## src/hw/rtl/b58_pkg.sv

```systemverilog
// ---------------------------------------------------------------------------
// Base58 codec package
// Shared constants, the digit step result type and the alphabet functions.
// ---------------------------------------------------------------------------
package b58_pkg;

  // Default sizes of a message and of the digit store.
  localparam int unsigned MaxSymbolsDef = 32;
  localparam int unsigned DigitDepthDef = 45;
  // Largest number of results a message may produce.
  localparam int unsigned MaxResults    = 44;

  // Payload widths.
  localparam int unsigned SymW   = 8;
  localparam int unsigned DigitW = 8;
  // The carry stays at or below 1146 in either direction.
  localparam int unsigned CarryW = 11;
  // Widest value formed in one digit step (carry plus 256 times a digit).
  localparam int unsigned AccW   = 17;

  // Base58 radix and the reciprocal that divides a value below 2**17 by it.
  localparam int unsigned Radix      = 58;
  localparam int unsigned RecipW     = 18;
  localparam int unsigned RecipShift = 23;
  localparam int unsigned RecipMul   = 144632;

  // The character that stands for a leading zero byte.
  localparam logic [SymW-1:0] ZeroChar = 8'h31;

  // Outcome of one multiply-and-carry step.
  typedef struct packed {
    logic [DigitW-1:0] digit;
    logic [CarryW-1:0] carry;
  } alu_res_t;

  // Outcome of an alphabet lookup.
  typedef struct packed {
    logic       valid;
    logic [5:0] value;
  } letter_t;

  // Maps an ASCII character to its Base58 value.
  function automatic letter_t letter_lookup(input logic [SymW-1:0] ch);
    letter_t res;
    res.valid = 1'b1;
    res.value = '0;
    if (ch >= "1" && ch <= "9") begin
      res.value = 6'(ch - "1");
    end else if (ch >= "A" && ch <= "H") begin
      res.value = 6'(ch - "A" + 8'd9);
    end else if (ch >= "J" && ch <= "N") begin
      res.value = 6'(ch - "J" + 8'd17);
    end else if (ch >= "P" && ch <= "Z") begin
      res.value = 6'(ch - "P" + 8'd22);
    end else if (ch >= "a" && ch <= "k") begin
      res.value = 6'(ch - "a" + 8'd33);
    end else if (ch >= "m" && ch <= "z") begin
      res.value = 6'(ch - "m" + 8'd44);
    end else begin
      res.valid = 1'b0;
    end
    return res;
  endfunction

  // Maps a Base58 digit to its character; a digit above the alphabet gives '1'.
  function automatic logic [SymW-1:0] digit_to_char(input logic [DigitW-1:0] d);
    logic [SymW-1:0] ch;
    if (d < 8'd9) begin
      ch = "1" + d;
    end else if (d < 8'd17) begin
      ch = "A" + d - 8'd9;
    end else if (d < 8'd22) begin
      ch = "J" + d - 8'd17;
    end else if (d < 8'd33) begin
      ch = "P" + d - 8'd22;
    end else if (d < 8'd44) begin
      ch = "a" + d - 8'd33;
    end else if (d < 8'd58) begin
      ch = "m" + d - 8'd44;
    end else begin
      ch = ZeroChar;
    end
    return ch;
  endfunction

endpackage

```

## src/hw/rtl/b58_ram.sv

```systemverilog
// ---------------------------------------------------------------------------
// Generic RAM
// One write port and one read port with registered read data.
// ---------------------------------------------------------------------------
module b58_ram #(
  parameter int unsigned WIDTH = 8,
  parameter int unsigned DEPTH = 45
) (
  input  logic                     clk_i,
  input  logic                     we_i,
  input  logic [$clog2(DEPTH)-1:0] waddr_i,
  input  logic [WIDTH-1:0]         wdata_i,
  input  logic                     re_i,
  input  logic [$clog2(DEPTH)-1:0] raddr_i,
  output logic [WIDTH-1:0]         rdata_o
);

  logic [WIDTH-1:0] mem_q [DEPTH];

  // Synchronous write and registered read.
  always_ff @(posedge clk_i) begin
    if (we_i) begin
      mem_q[waddr_i] <= wdata_i;
    end
    if (re_i) begin
      rdata_o <= mem_q[raddr_i];
    end
  end

endmodule

```

## src/hw/rtl/b58_digit_alu.sv

```systemverilog
// ---------------------------------------------------------------------------
// Base58 digit step
// One multiply-and-carry step: times 256 mod 58 when encoding, times 58
// mod 256 when decoding.
// ---------------------------------------------------------------------------
module b58_digit_alu
  import b58_pkg::*;
(
  input  logic              dir_i,
  input  logic [CarryW-1:0] carry_i,
  input  logic [DigitW-1:0] digit_i,
  output alu_res_t          res_o
);

  logic [AccW-1:0]        x_enc;
  logic [AccW-1:0]        x_dec;
  logic [AccW+RecipW-1:0] prod;
  logic [CarryW-1:0]      q_enc;
  logic [AccW-1:0]        r_enc;

  // Encoding: x = carry + 256 * digit, divided by 58 through the reciprocal.
  assign x_enc = AccW'(carry_i) + (AccW'(digit_i) << 8);
  assign prod  = (AccW+RecipW)'(x_enc) * (AccW+RecipW)'(RecipMul);
  assign q_enc = prod[RecipShift +: CarryW];
  assign r_enc = x_enc - AccW'(q_enc) * AccW'(Radix);

  // Decoding: x = carry + 58 * digit, split at bit 8.
  assign x_dec = AccW'(carry_i) + AccW'(digit_i) * AccW'(Radix);

  always_comb begin
    if (dir_i) begin
      res_o.digit = x_dec[DigitW-1:0];
      res_o.carry = CarryW'(x_dec[AccW-1:DigitW]);
    end else begin
      res_o.digit = r_enc[DigitW-1:0];
      res_o.carry = q_enc;
    end
  end

endmodule

```

## src/hw/rtl/base58_codec.sv

```systemverilog
// ---------------------------------------------------------------------------
// Base58 codec
// Converts a message between raw bytes and Base58 text, keeping the number
// in a little-endian digit store in RAM.
// ---------------------------------------------------------------------------
//  Channel   | Direction | Handshake                | Payload
//  ----------+-----------+--------------------------+-------------------------
//  request   | in        | start & !busy            | in_symbol_i, in_last_i
//  result    | out       | result_valid_o, 1 cycle  | out_symbol_o, out_last_o,
//            |           |                          | out_error_o
//  config    | in        | cfg_we_i                 | cfg_wdata_i (direction)
//
// A request in the leading run, or one that is dropped, is handled in ST_IDLE.
// A folded request sweeps the digit positions in ST_FOLD, at most DIGIT_DEPTH of
// them, holding busy; the single RAM read port walks one digit per cycle.
// The last request passes through ST_FINAL, then one result per cycle for the
// leading run and one per cycle for the stored digits, or one error result.
// Reset clears all control state; the digit store needs no clearing pass,
// since a position's contents are used only after it has been written.
// Results cannot be stalled; busy drops in the cycle that shows the last one.
// ---------------------------------------------------------------------------
module base58_codec
  import b58_pkg::*;
#(
  parameter int unsigned MAX_SYMBOLS = MaxSymbolsDef,
  parameter int unsigned DIGIT_DEPTH = DigitDepthDef
) (
  input  logic            clk_i,
  input  logic            rst_ni,
  input  logic            start,
  output logic            busy,
  input  logic [SymW-1:0] in_symbol_i,
  input  logic            in_last_i,
  output logic            result_valid_o,
  output logic [SymW-1:0] out_symbol_o,
  output logic            out_last_o,
  output logic            out_error_o,
  input  logic            cfg_we_i,
  input  logic            cfg_wdata_i
);

  localparam int unsigned AddrW = $clog2(DIGIT_DEPTH);
  localparam int unsigned CntW  = $clog2(DIGIT_DEPTH + 1);
  localparam int unsigned RunW  = $clog2(MAX_SYMBOLS + 1);
  localparam int unsigned TotW  = ((RunW > CntW) ? RunW : CntW) + 1;

  typedef enum logic [2:0] {
    ST_IDLE,
    ST_FOLD,
    ST_FINAL,
    ST_LEAD,
    ST_DIGIT,
    ST_DRAIN
  } state_e;

  state_e state_q, state_d;

  logic              dir_q, dir_d;
  logic [CntW-1:0]   count_q, count_d;
  logic [RunW-1:0]   run_q, run_d;
  logic [RunW-1:0]   items_q, items_d;
  logic              leading_q, leading_d;
  logic              err_q, err_d;
  logic              last_q, last_d;
  logic [CarryW-1:0] carry_q, carry_d;
  logic [CntW-1:0]   idx_q, idx_d;
  logic [RunW-1:0]   lead_q, lead_d;
  logic              pend_q, pend_d;
  logic              pend_last_q, pend_last_d;
  logic              res_valid_q, res_valid_d;
  logic [SymW-1:0]   res_symbol_q, res_symbol_d;
  logic              res_last_q, res_last_d;
  logic              res_error_q, res_error_d;

  logic              ram_we;
  logic [AddrW-1:0]  ram_waddr;
  logic [DigitW-1:0] ram_wdata;
  logic              ram_re;
  logic [AddrW-1:0]  ram_raddr;
  logic [DigitW-1:0] ram_rdata;

  letter_t           letter;
  logic [SymW-1:0]   zero_sym;
  logic              fold_in_range;
  logic              fold_grow;
  logic              fold_more;
  logic [CntW-1:0]   idx_nxt;
  logic [DigitW-1:0] alu_digit;
  alu_res_t          alu_res;
  logic [TotW-1:0]   total;
  logic              final_bad;
  logic [RunW-1:0]   lead_nxt;
  logic              lead_done;
  logic              clear_msg;

  // Digit store.
  b58_ram #(
    .WIDTH (DigitW),
    .DEPTH (DIGIT_DEPTH)
  ) u_store (
    .clk_i   (clk_i),
    .we_i    (ram_we),
    .waddr_i (ram_waddr),
    .wdata_i (ram_wdata),
    .re_i    (ram_re),
    .raddr_i (ram_raddr),
    .rdata_o (ram_rdata)
  );

  // Fold sweep status; a position past the current length reads as zero.
  assign fold_in_range = idx_q < count_q;
  assign fold_grow     = idx_q == count_q;
  assign fold_more     = fold_in_range || (carry_q != '0);
  assign idx_nxt       = idx_q + 1'b1;
  assign alu_digit     = fold_in_range ? ram_rdata : '0;

  b58_digit_alu u_alu (
    .dir_i   (dir_q),
    .carry_i (carry_q),
    .digit_i (alu_digit),
    .res_o   (alu_res)
  );

  // Request decode and end-of-message checks.
  assign letter    = letter_lookup(in_symbol_i);
  assign zero_sym  = dir_q ? ZeroChar : '0;
  assign total     = TotW'(run_q) + TotW'(count_q);
  assign final_bad = err_q || (32'(total) > MaxResults) || (total == '0);
  assign lead_nxt  = lead_q + 1'b1;
  assign lead_done = lead_nxt == run_q;

  assign busy           = state_q != ST_IDLE;
  assign result_valid_o = res_valid_q;
  assign out_symbol_o   = res_symbol_q;
  assign out_last_o     = res_last_q;
  assign out_error_o    = res_error_q;

  // Next-state logic for the sequencer, the message state and the results.
  always_comb begin
    state_d      = state_q;
    dir_d        = cfg_we_i ? cfg_wdata_i : dir_q;
    count_d      = count_q;
    run_d        = run_q;
    items_d      = items_q;
    leading_d    = leading_q;
    err_d        = err_q;
    last_d       = last_q;
    carry_d      = carry_q;
    idx_d        = idx_q;
    lead_d       = lead_q;
    pend_d       = 1'b0;
    pend_last_d  = 1'b0;
    res_valid_d  = 1'b0;
    res_symbol_d = res_symbol_q;
    res_last_d   = res_last_q;
    res_error_d  = res_error_q;
    ram_we       = 1'b0;
    ram_waddr    = idx_q[AddrW-1:0];
    ram_wdata    = alu_res.digit;
    ram_re       = 1'b0;
    ram_raddr    = '0;
    clear_msg    = 1'b0;

    unique case (state_q)
      ST_IDLE: begin
        if (start) begin
          last_d  = in_last_i;
          state_d = in_last_i ? ST_FINAL : ST_IDLE;
          if (32'(items_q) >= MAX_SYMBOLS) begin
            err_d = 1'b1;
          end else begin
            items_d = items_q + 1'b1;
            if (!err_q) begin
              if (leading_q && (in_symbol_i == zero_sym)) begin
                run_d = run_q + 1'b1;
              end else begin
                leading_d = 1'b0;
                if (dir_q && !letter.valid) begin
                  err_d = 1'b1;
                end else begin
                  // Start the sweep: fetch the least significant digit.
                  carry_d   = dir_q ? CarryW'(letter.value) : CarryW'(in_symbol_i);
                  idx_d     = '0;
                  ram_re    = 1'b1;
                  ram_raddr = '0;
                  state_d   = ST_FOLD;
                end
              end
            end
          end
        end
      end

      ST_FOLD: begin
        if (!fold_more) begin
          state_d = last_q ? ST_FINAL : ST_IDLE;
        end else if (fold_grow && (32'(count_q) >= DIGIT_DEPTH)) begin
          // The store is full and a carry is left over.
          err_d   = 1'b1;
          state_d = last_q ? ST_FINAL : ST_IDLE;
        end else begin
          if (fold_grow) begin
            count_d = count_q + 1'b1;
          end
          ram_we  = 1'b1;
          carry_d = alu_res.carry;
          idx_d   = idx_nxt;
          // Fetch the next position while this one is written back.
          if (32'(idx_nxt) < DIGIT_DEPTH) begin
            ram_re    = 1'b1;
            ram_raddr = idx_nxt[AddrW-1:0];
          end
        end
      end

      ST_FINAL: begin
        if (final_bad) begin
          res_valid_d  = 1'b1;
          res_symbol_d = '0;
          res_last_d   = 1'b1;
          res_error_d  = 1'b1;
          clear_msg    = 1'b1;
          state_d      = ST_IDLE;
        end else if (run_q != '0) begin
          lead_d  = '0;
          state_d = ST_LEAD;
        end else begin
          idx_d   = count_q - 1'b1;
          state_d = ST_DIGIT;
        end
      end

      ST_LEAD: begin
        res_valid_d  = 1'b1;
        res_symbol_d = dir_q ? '0 : ZeroChar;
        res_last_d   = lead_done && (count_q == '0);
        res_error_d  = 1'b0;
        lead_d       = lead_nxt;
        if (lead_done) begin
          if (count_q == '0) begin
            clear_msg = 1'b1;
            state_d   = ST_IDLE;
          end else begin
            idx_d   = count_q - 1'b1;
            state_d = ST_DIGIT;
          end
        end
      end

      ST_DIGIT: begin
        // Read digits from the most significant down; the store registers the read data.
        ram_re      = 1'b1;
        ram_raddr   = idx_q[AddrW-1:0];
        pend_d      = 1'b1;
        pend_last_d = idx_q == '0;
        if (idx_q == '0) begin
          state_d = ST_DRAIN;
        end else begin
          idx_d = idx_q - 1'b1;
        end
      end

      ST_DRAIN: begin
        clear_msg = 1'b1;
        state_d   = ST_IDLE;
      end

      default: begin
        state_d = ST_IDLE;
      end
    endcase

    // Output stage for digits read from the store.
    if (pend_q) begin
      res_valid_d  = 1'b1;
      res_symbol_d = dir_q ? ram_rdata : digit_to_char(ram_rdata);
      res_last_d   = pend_last_q;
      res_error_d  = 1'b0;
    end

    // Return the message state to its idle values after the last request.
    if (clear_msg) begin
      count_d   = '0;
      run_d     = '0;
      items_d   = '0;
      leading_d = 1'b1;
      err_d     = 1'b0;
    end
  end

  // State, message registers and registered outputs.
  always_ff @(posedge clk_i or negedge rst_ni) begin
    if (!rst_ni) begin
      state_q      <= ST_IDLE;
      dir_q        <= 1'b0;
      count_q      <= '0;
      run_q        <= '0;
      items_q      <= '0;
      leading_q    <= 1'b1;
      err_q        <= 1'b0;
      last_q       <= 1'b0;
      carry_q      <= '0;
      idx_q        <= '0;
      lead_q       <= '0;
      pend_q       <= 1'b0;
      pend_last_q  <= 1'b0;
      res_valid_q  <= 1'b0;
      res_symbol_q <= '0;
      res_last_q   <= 1'b0;
      res_error_q  <= 1'b0;
    end else begin
      state_q      <= state_d;
      dir_q        <= dir_d;
      count_q      <= count_d;
      run_q        <= run_d;
      items_q      <= items_d;
      leading_q    <= leading_d;
      err_q        <= err_d;
      last_q       <= last_d;
      carry_q      <= carry_d;
      idx_q        <= idx_d;
      lead_q       <= lead_d;
      pend_q       <= pend_d;
      pend_last_q  <= pend_last_d;
      res_valid_q  <= res_valid_d;
      res_symbol_q <= res_symbol_d;
      res_last_q   <= res_last_d;
      res_error_q  <= res_error_d;
    end
  end

endmodule

```

## config.mk

```make
export PLATFORM = sky130hd
export DESIGN_NAME = base58_codec
export DESIGN_NICKNAME = d
export VERILOG_FILES = /design/src/hw/rtl/b58_pkg.sv /design/src/hw/rtl/b58_ram.sv /design/src/hw/rtl/b58_digit_alu.sv /design/src/hw/rtl/base58_codec.sv
export SDC_FILE = /design/constraint.sdc
export NUM_CORES = 1
export LEC_CHECK = 0
export CAP_MARGIN = 20
export CORE_UTILIZATION = 58
export DETAILED_ROUTE_END_ITERATION = 12
export DONT_BUFFER_PORTS = 1
export PLACE_DENSITY = 0.74
export SLEW_MARGIN = 40
export SYNTH_ARGS = -nofsm -noshare
export SYNTH_HDL_FRONTEND = slang
export SYNTH_SLANG_ARGS = --single-unit
```

## constraint.sdc

```tcl
create_clock -name clk_i -period 17.5 [get_ports clk_i]
set_input_delay 0 -clock clk_i [delete_from_list [all_inputs] [get_ports clk_i]]
set_output_delay 0 -clock clk_i [all_outputs]
set_load 0.05 [all_outputs]
```

# After elaboration in Yosys (flattened, before gate mapping)
# Memories as Yosys holds them, arrays and structs flattened. A register that Yosys moved wholly into a read port is not among the register bits.
# Index checks and enable logic that the tools add are counted.
# W data, S select, Z words.
op_classes:
  add_sub_neg: 33
  n_mul: 3
  n_lt_le_gt_ge: 23
  eq_ne: 31
  n_mux: 127
  reduce_logical: 43
op_table:
  columns: ["operator", "n"]
  rows:
  - ["$mux W6", 40]
  - ["$mux W8", 11]
  - ["$mux W11", 7]
  - ["$mux W1", 42]
  - ["$add A7 B8 Y8 const A", 5]
  - ["$ge A8 B7 Y1 const B", 5]
  - ["$le A8 B7 Y1 const B", 5]
  - ["$ne A2 B2 Y1 const B", 17]
  - ["$mul A17 B15 Y31 const B", 1]
  - ["$add A6 B1 Y6 const B", 5]
  - ["$pmux W6 S5", 1]
  - ["$lt A8 B6 Y1 const B", 3]
  - ["$mux W3", 8]
  - ["$pmux W6 S2", 2]
  - ["$pmux W11 S2", 1]
  - ["$mux W19", 1]
  - ["$sub A6 B1 Y6 const B", 3]
  - ["$sub A6 B6 Y6 const B", 3]
  - ["$add A11 B16 Y17", 1]
  - ["$lt A8 B5 Y1 const B", 2]
  - ["$pmux W8 S2", 1]
  - ["$reduce_bool A2 Y1", 8]
  - ["$sub A8 B5 Y8 const B", 2]
  - ["$sub A8 B6 Y8 const B", 2]
  - ["46 further kinds", 84]
word_totals:
  regBits: 61
  ram_bits: 360
  output_inout_bits: 12
  word_cells: 278
  mem_count: 1
memory_table:
  columns: ["name", "words", "width", "read_ports", "rd_clocked_by_memory_dff", "write_ports", "line_no", "source"]
  rows:
  - ["u_store.mem_q", 45, 8, 1, 1, 1, "b58_ram.sv:18", "logic [WIDTH-1:0] mem_q [DEPTH];"]

# Logic depth before layout (Yosys ltp)
# Gate-level depths: netlist of run 1.
depth:
  word_depth: 17
  mapped_depth: 47
  ltp_nobuf: 47

# By module
# A second synthesis of run 1 with hierarchy kept.
unflattened:
  cells_unflattened: 2237
  area_unflattened_um2: 27025.9
by_module_without_submodules:
  columns: ["module", "instances", "cells_per_inst", "area_per_inst_um2", "seq_area_each_um2"]
  rows:
  - ["b58_ram", 1, 753, 14566.5, 11050.6]
  - ["b58_digit_alu", 1, 735, 6695.2, 0.0]
  - ["base58_codec", 1, 749, 5764.3, 1527.7]

# Worst setup path before layout of run 1
# No wires, ideal clock.
synth_path:
  kind: "reg-to-reg"
  start: "reg count_q[3]"
  end: "mem u_store.mem_q[0][7] (data pin)"
  setup_ps: 555
  arrival_time_ps: 12010
  required_time_ps: 16945
  slack_ps: 4936
  path_stages_with_launch: 45
  n_path_buf: 0
  period_less_slack_ps: 12564
  cell_sequence: "dfrtp_1 -> inv_1 -> ha_1 -> a21o_1 -> a21oi_1 -> o221ai_1 -> nor2_1 -> inv_1 -> fa_1 -> nor2b_1 -> o21ai_0 -> nor2_1 -> xnor2_1 -> fa_1 -> inv_1 -> fa_1 -> inv_1 -> fa_1 -> [9 not listed] -> o2111a_1 -> a31oi_1 -> o2111ai_1 -> a31oi_1 -> xnor2_1 -> inv_1 -> fa_1 -> inv_1 -> ha_1 -> fa_1 -> ha_1 -> xnor2_1 -> ha_1 -> a21oi_1 -> a21oi_1 -> xnor2_1 -> xnor2_1 -> o21ai_0"
synth_lines:
  columns: ["item", "line_no", "source"]
  rows:
  - ["from (decl)", "base58_codec.sv:59", "logic [CntW-1:0] count_q, count_d;"]
  - ["from (signal assigned)", "base58_codec.sv:314", "count_q <= count_d;"]
  - ["to (decl)", "b58_ram.sv:18", null]

==> results of run 1 <==
-- metal layers --
metal / track usage (%) / vias up
li1: - / 8871
met1: 38.6 / 9473
met2: 48.9 / 667
met3: 4.24 / 116
met4: 9.72 / 0
met5: 0 / -
-- sequential cells by signal (all words and copies together), names as in the netlist --
register / count
carry_q: 11
lead_q: 6
leading_q: 1
out_error_o: 1
result_valid_o: 1
pend_q: 1
out_last_o: 1
out_symbol_o: 8
err_q: 1
items_q: 6
u_store.rdata_o: 8
idx_q: 6
dir_q: 1
u_store.mem_q: 360
last_q: 1
state_q: 3
run_q: 6
pend_last_q: 1
count_q: 6
-- area by class of cell --
| cell class | count | area [um2] | share of cell area, % |
|---|---|---|---|
| Multi-Input combinational cell | 1711 | 13100 | 44.5 |
| Sequential cell | 429 | 12600 | 42.8 |
| Clock buffer | 58 | 1170 | 4.00 |
| Inverter | 272 | 1020 | 3.48 |
| Tap cell | 600 | 751 | 2.56 |
| Timing Repair Buffer | 54 | 515 | 1.75 |
| Clock inverter | 23 | 259 | 0.882 |
-- through the flow --
stage | hold WS, ps | cells | instance area (um2) | utilization (%) | setup slack [ps]
after floorplan | -296 | 2517 | 27000 | - | 4940
after global placement | -294 | 3046 | 27600 | 60.6 | 5060
after detailed placement | -295 | 3049 | 27700 | 60.8 | 4990
after CTS | 5.94 | 3146 | 29300 | 64.4 | 4920
after global routing | 50.4 | 3147 | 29400 | 64.5 | 4180
final | 37.5 | 3147 | 29400 | 64.5 | 4820
-- critical path, delay by kind of cell, from the launching register on --
kind                     cells  cell delay [ps]
adder cells (fa/ha/maj)     14             5980
AO/OA/AOI/OAI               10             2100
AND/OR/NAND/NOR              4             1420
XOR/XNOR                     5             1240
buffers and inverters       11             1120
flip-flops                   1              610
-- cells by family (layout without fill, tap and decap cells) --
logic type / count (synthesis) / in the layout / share of synthesized area [%]
flip-flops: 429 / 429 / 46.7
buffers and inverters: 377 / 407 / 5.55
multiplexers: 72 / 72 / 2.70
XOR/XNOR: 98 / 98 / 3.18
AND/OR/NAND/NOR: 790 / 790 / 13.2
adder cells (fa/ha/maj): 332 / 332 / 18.4
AO/OA/AOI/OAI: 419 / 419 / 10.3
-- final timing paths --
check                           slack [ps]  depth (start not counted)                             end
worst max-delay path                  4820                         44  u_store.mem_q[11][7]$_DFFE_PP_
worst min-delay path                    40                          4          carry_q[4]$_DFFE_PN0P_
worst max register to register        4820                         44  u_store.mem_q[11][7]$_DFFE_PP_
worst min register to register         500                          2          out_last_o$_DFFE_PN0P_
max in group asynchronous            16630                          4               dir_q$_DFFE_PN0P_
min in group asynchronous              530                          3           leading_q$_DFFE_PN1P_
-- Yosys cell counts (9+ instances only) --
| cell | number |
|---|---|
| nand2_1 | 374 |
| edfxtp_1 | 368 |
| inv_1 | 270 |
| ha_1 | 222 |
| nor2_1 | 132 |
| a21oi_1 | 117 |
| nand3_1 | 111 |
| fa_1 | 109 |
| o21ai_0 | 91 |
| xnor2_1 | 72 |
| mux2i_1 | 66 |
| clkbuf_1 | 62 |
| dfrtp_1 | 60 |
| nor4_1 | 30 |
| a21o_1 | 29 |
| buf_2 | 26 |
| xor2_1 | 26 |
| and3_1 | 25 |
| a31oi_1 | 23 |
| nor3_1 | 22 |
| o221ai_1 | 20 |
| a311oi_1 | 18 |
| a32oi_1 | 18 |
| nand4_1 | 18 |
| and2_1 | 15 |
| nand2b_1 | 15 |
| nor2b_1 | 13 |
| o22ai_1 | 13 |
| a211oi_1 | 11 |
| nand3b_1 | 9 |
==> flow_metrics.tcl, run 1 <==
set metrics [dict create \
    htree_levels 2 \
    fin_setup_tns_ps 0 \
    clockBufferDepth 3 \
    r2r_start "idx_q[3]$_DFFE_PN0P_" \
    synth_area_per_cell_um2 10.7 \
    async_reset_ff_share_pct 14.2 \
    path_class "reg -> reg" \
    worst_setup_path_end_kind "flop" \
    chipWidth_um 218 \
    netlist_area_um2 27000 \
    hold_path.class "in -> reg" \
    layout_commonest_cell "nand2_1" \
    die_h_um 218 \
    drtPass1Iterations 6 \
    ys.flop_type "edfxtp_1" \
    cts_tree "yes" \
    cts_buffers 44 \
    maxSlewViolCount 0 \
    coreArea_um2 45600 \
    routed.top_layer "met4" \
    wl_met2_mm 33.0 \
    rsz0062_at_grt "no" \
    cpPeakStageDelay_ps 610 \
    cp.arrival_ps 13110 \
    crit_fanout 19 \
    clock-sinks 429 \
    skew_ps 22.0 \
    synth.area.top_cells "edfxtp_1 (41%), ha_1 (10%), fa_1 (8.1%), dfrtp_1 (5.6%), nand2_1 (5.2%)" \
    drtAntennaViolNets 0 \
    start_util_pct 59.1 \
    synth_top_area_share_pct 41.0 \
    final.fill_count 3477 \
    ys_seq_area_share_pct 46.7 \
    clk_latency_ps 590 \
    post-route-min-period_ps 12680 \
    yosysWarnings 0 \
    setup_viol 0 \
    fmax_ghz 0.0788 \
    tightest_slew_ps 855 \
    cap_viol_max_count 0 \
    clk_transition_reported_paths_ps 70 \
    outcome "finished, final reports clean" \
    routed_via_density 6.08 \
    hold_buffers 16 \
    synth_enable_flop_cells 368 \
    ctsRootBufferMaster "clkbuf_16" \
    cp_common_cell "inv_1" \
    area_growth_syn_to_layout_pct 9.01 \
    min_from "in_symbol_i[4]" \
    final_cell_mix "nand2_1 (373), edfxtp_1 (368), inv_1 (270)" \
    synth_cell_type_count 76 \
    grt_pass1_vias 19255 \
    syn-num-nets 2862 \
    cts.repair.resized 0 \
    gp_congestion 0.948 \
    cp-startpoint "idx_q[3]$_DFFE_PN0P_" \
    drive_gt1_share_pct 5.65 \
    grt_pass1_wl_mm 106 \
    yosys.area.top_type "edfxtp_1" \
    die-area_um2 47300 \
    cts_setup_buffers 0 \
    period_share_pct 72.5 \
    finalHoldViolCount 0 \
    hpwlAfterDp_mm 45.7 \
    startpoint_type "flop" \
    rows 78 \
    globalRouteTotalUtil_pct 29.1 \
    drt_first_iter_violations 1850 \
    crit_slowest_cell "dfrtp_1" \
    wl_per_cell_um 21.2 \
    wirelength_mm 66.8 \
    dr_wl_met3_mm 4.36 \
    io_buffers 0 \
    synth-seq-cells 429 \
    n_antenna_cell 0 \
    vias 19127 \
    synthesis.instances 2517 \
    antenna_found_initial 0 \
    finalNetCount 2857 \
    wl_met1_mm 27.5 \
    drc_errors 0 \
    gr-total-overflow 0 \
    grt_max_degree 79 \
    max_slew_margin_pct 43.0 \
    crit_required_ps 17920 \
    ios 26 \
]
Power of run 1 is left out: the tool's default activity adds up to more than one toggle a clock period on the data nets, which glitch-free logic cannot reach.
==> run 2, diff against run 1 <==
==> constraint.sdc (replaced) <==
create_clock -name clk_i -period 12.11 [get_ports clk_i]
set_input_delay 0 -clock clk_i [delete_from_list [all_inputs] [get_ports clk_i]]
set_output_delay 0 -clock clk_i [all_outputs]
set_load 0.05 [all_outputs]
==> flow_metrics.tcl, run 2 (synthesis gave the netlist of run 1 again) <==
set metrics [dict create \
    routed_via_density 6.09 \
    final_cell_mix "nand2_1 (372), edfxtp_1 (368), inv_1 (269)" \
    clock-sinks 429 \
    largest_reg_flops 360 \
    gp_congestion 0.925 \
    wl_per_cell_um 21.1 \
    drive_gt1_share_pct 7.22 \
    grt_pass1_wl_mm 106 \
    rows 78 \
    wirelength_mm 66.9 \
    crit_slowest_cell "fa_1" \
    drc_errors 0 \
    htree_levels 2 \
    grt_max_degree 151 \
    ios 26 \
    setup_viol 0 \
    max_slew_margin_pct 39.0 \
    area_growth_syn_to_layout_pct 10.0 \
    chipWidth_um 218 \
    ctsRootBufferMaster "clkbuf_16" \
    coreArea_um2 45600 \
    worst_setup_path_end_kind "flop" \
    crit_required_ps 12510 \
    outcome "finished, final reports clean" \
    maxSlewViolCount 0 \
    vias 19284 \
    clk_latency_ps 580 \
    cts_tree "yes" \
    gr-total-overflow 0 \
    post-route-min-period_ps 11510 \
    cp.arrival_ps 11900 \
    layout_commonest_cell "nand2_1" \
    clockBufferDepth 3 \
    top_register "u_store.mem_q" \
    globalRouteTotalUtil_pct 28.8 \
    startpoint_type "flop" \
    hpwlAfterDp_mm 45.6 \
    top_regs "u_store.mem_q (360), carry_q (11)" \
    drtAntennaViolNets 0 \
    clk_transition_reported_paths_ps 60 \
    drtPass1Iterations 6 \
    tightest_slew_ps 915 \
    hold_path.class "in -> reg" \
    io_buffers 0 \
    drt_first_iter_violations 2072 \
    cts_buffers 43 \
    cp_common_cell "inv_1" \
    stdcell_count 3164 \
    cap_viol_max_count 0 \
    die-area_um2 47300 \
    path_class "reg -> reg" \
    placedCellCount 3069 \
    grt_pass1_vias 19438 \
    fmax_ghz 0.0869 \
    finalHoldViolCount 0 \
    skew_ps 32.4 \
    crit_fanout 26 \
    finalNetCount 2878 \
    holdWs_ps 29.3 \
    period_share_pct 95.0 \
    cpPeakStageDelay_ps 550 \
    n_antenna_cell 0 \
    start_util_pct 59.1 \
    antenna_found_initial 1 \
    die_h_um 218 \
]
==> run 2: layer usage <==
layer  vias up  share of wire (%)  track usage [%]
li1       8909                  -                -
met1      9499                 41             38.7
met2       727                 49             49.0
met3       147                6.7             3.42
met4         2                2.8             8.52
met5         -              0.018                0
==> run 2: layout make-up <==
type | instances | area [um2]
Clock buffer | 52 | 1170
Clock inverter | 24 | 273
Fill cell | 3436 | 15900
Inverter | 272 | 1020
Multi-Input combinational cell | 1711 | 13100
Sequential cell | 429 | 12600
Tap cell | 600 | 751
Timing Repair Buffer | 76 | 717
==> run 2: repair_timing <==
action                                 4_1_cts  5_1_grt
endpoints found under the hold margin       74        0
hold buffers                                16        0
setup buffers                                0        2
gates resized for setup                      0       16
setup endpoints to repair                    0       90
==> run 2: worst max-delay path: cells and delay by family (launching register included) <==
family | cells | cell delay [ps]
AOI/OAI and AO/OA | 10 | 1860
DFF | 1 | 450
xor gates and xnor gates | 5 | 1000
adders and majority gates | 14 | 5650
and+or+nand+nor | 5 | 920
buffers and inverters | 13 | 1410
==> run 2: metrics by stage <==
step | util [%] | TNS (ps) | instance area, um2 | setup WS [ps]
5_1_grt | 65.1 | -2.30 | 29700 | -0.800
3_5_place_dp | 61.2 | 0 | 27900 | 177
4_1_cts | 64.8 | 0 | 29500 | 143
2_1_floorplan | - | 0 | 27000 | 318
6_report | 65.1 | 0 | 29700 | 603
3_3_place_gp | 60.9 | 0 | 27800 | 183
==> run 2: worst paths after layout <==
kind / start / to / slack, ps / cells after the start
hold reg to reg: pend_last_q$_DFF_PN0_ / out_last_o$_DFFE_PN0P_ / 450 / 2
setup reg to reg: count_q[3]$_DFFE_PN0P_ / u_store.mem_q[5][7]$_DFFE_PP_ / 600 / 47
max in group asynchronous: rst_ni / carry_q[0]$_DFFE_PN0P_ / 11130 / 4
hold / removal: in_symbol_i[5] / carry_q[5]$_DFFE_PN0P_ / 30 / 6
min in group asynchronous: rst_ni / items_q[1]$_DFFE_PN0P_ / 530 / 3
setup / recovery: count_q[3]$_DFFE_PN0P_ / u_store.mem_q[5][7]$_DFFE_PP_ / 600 / 47
Power of run 2 is left out for the same reason.
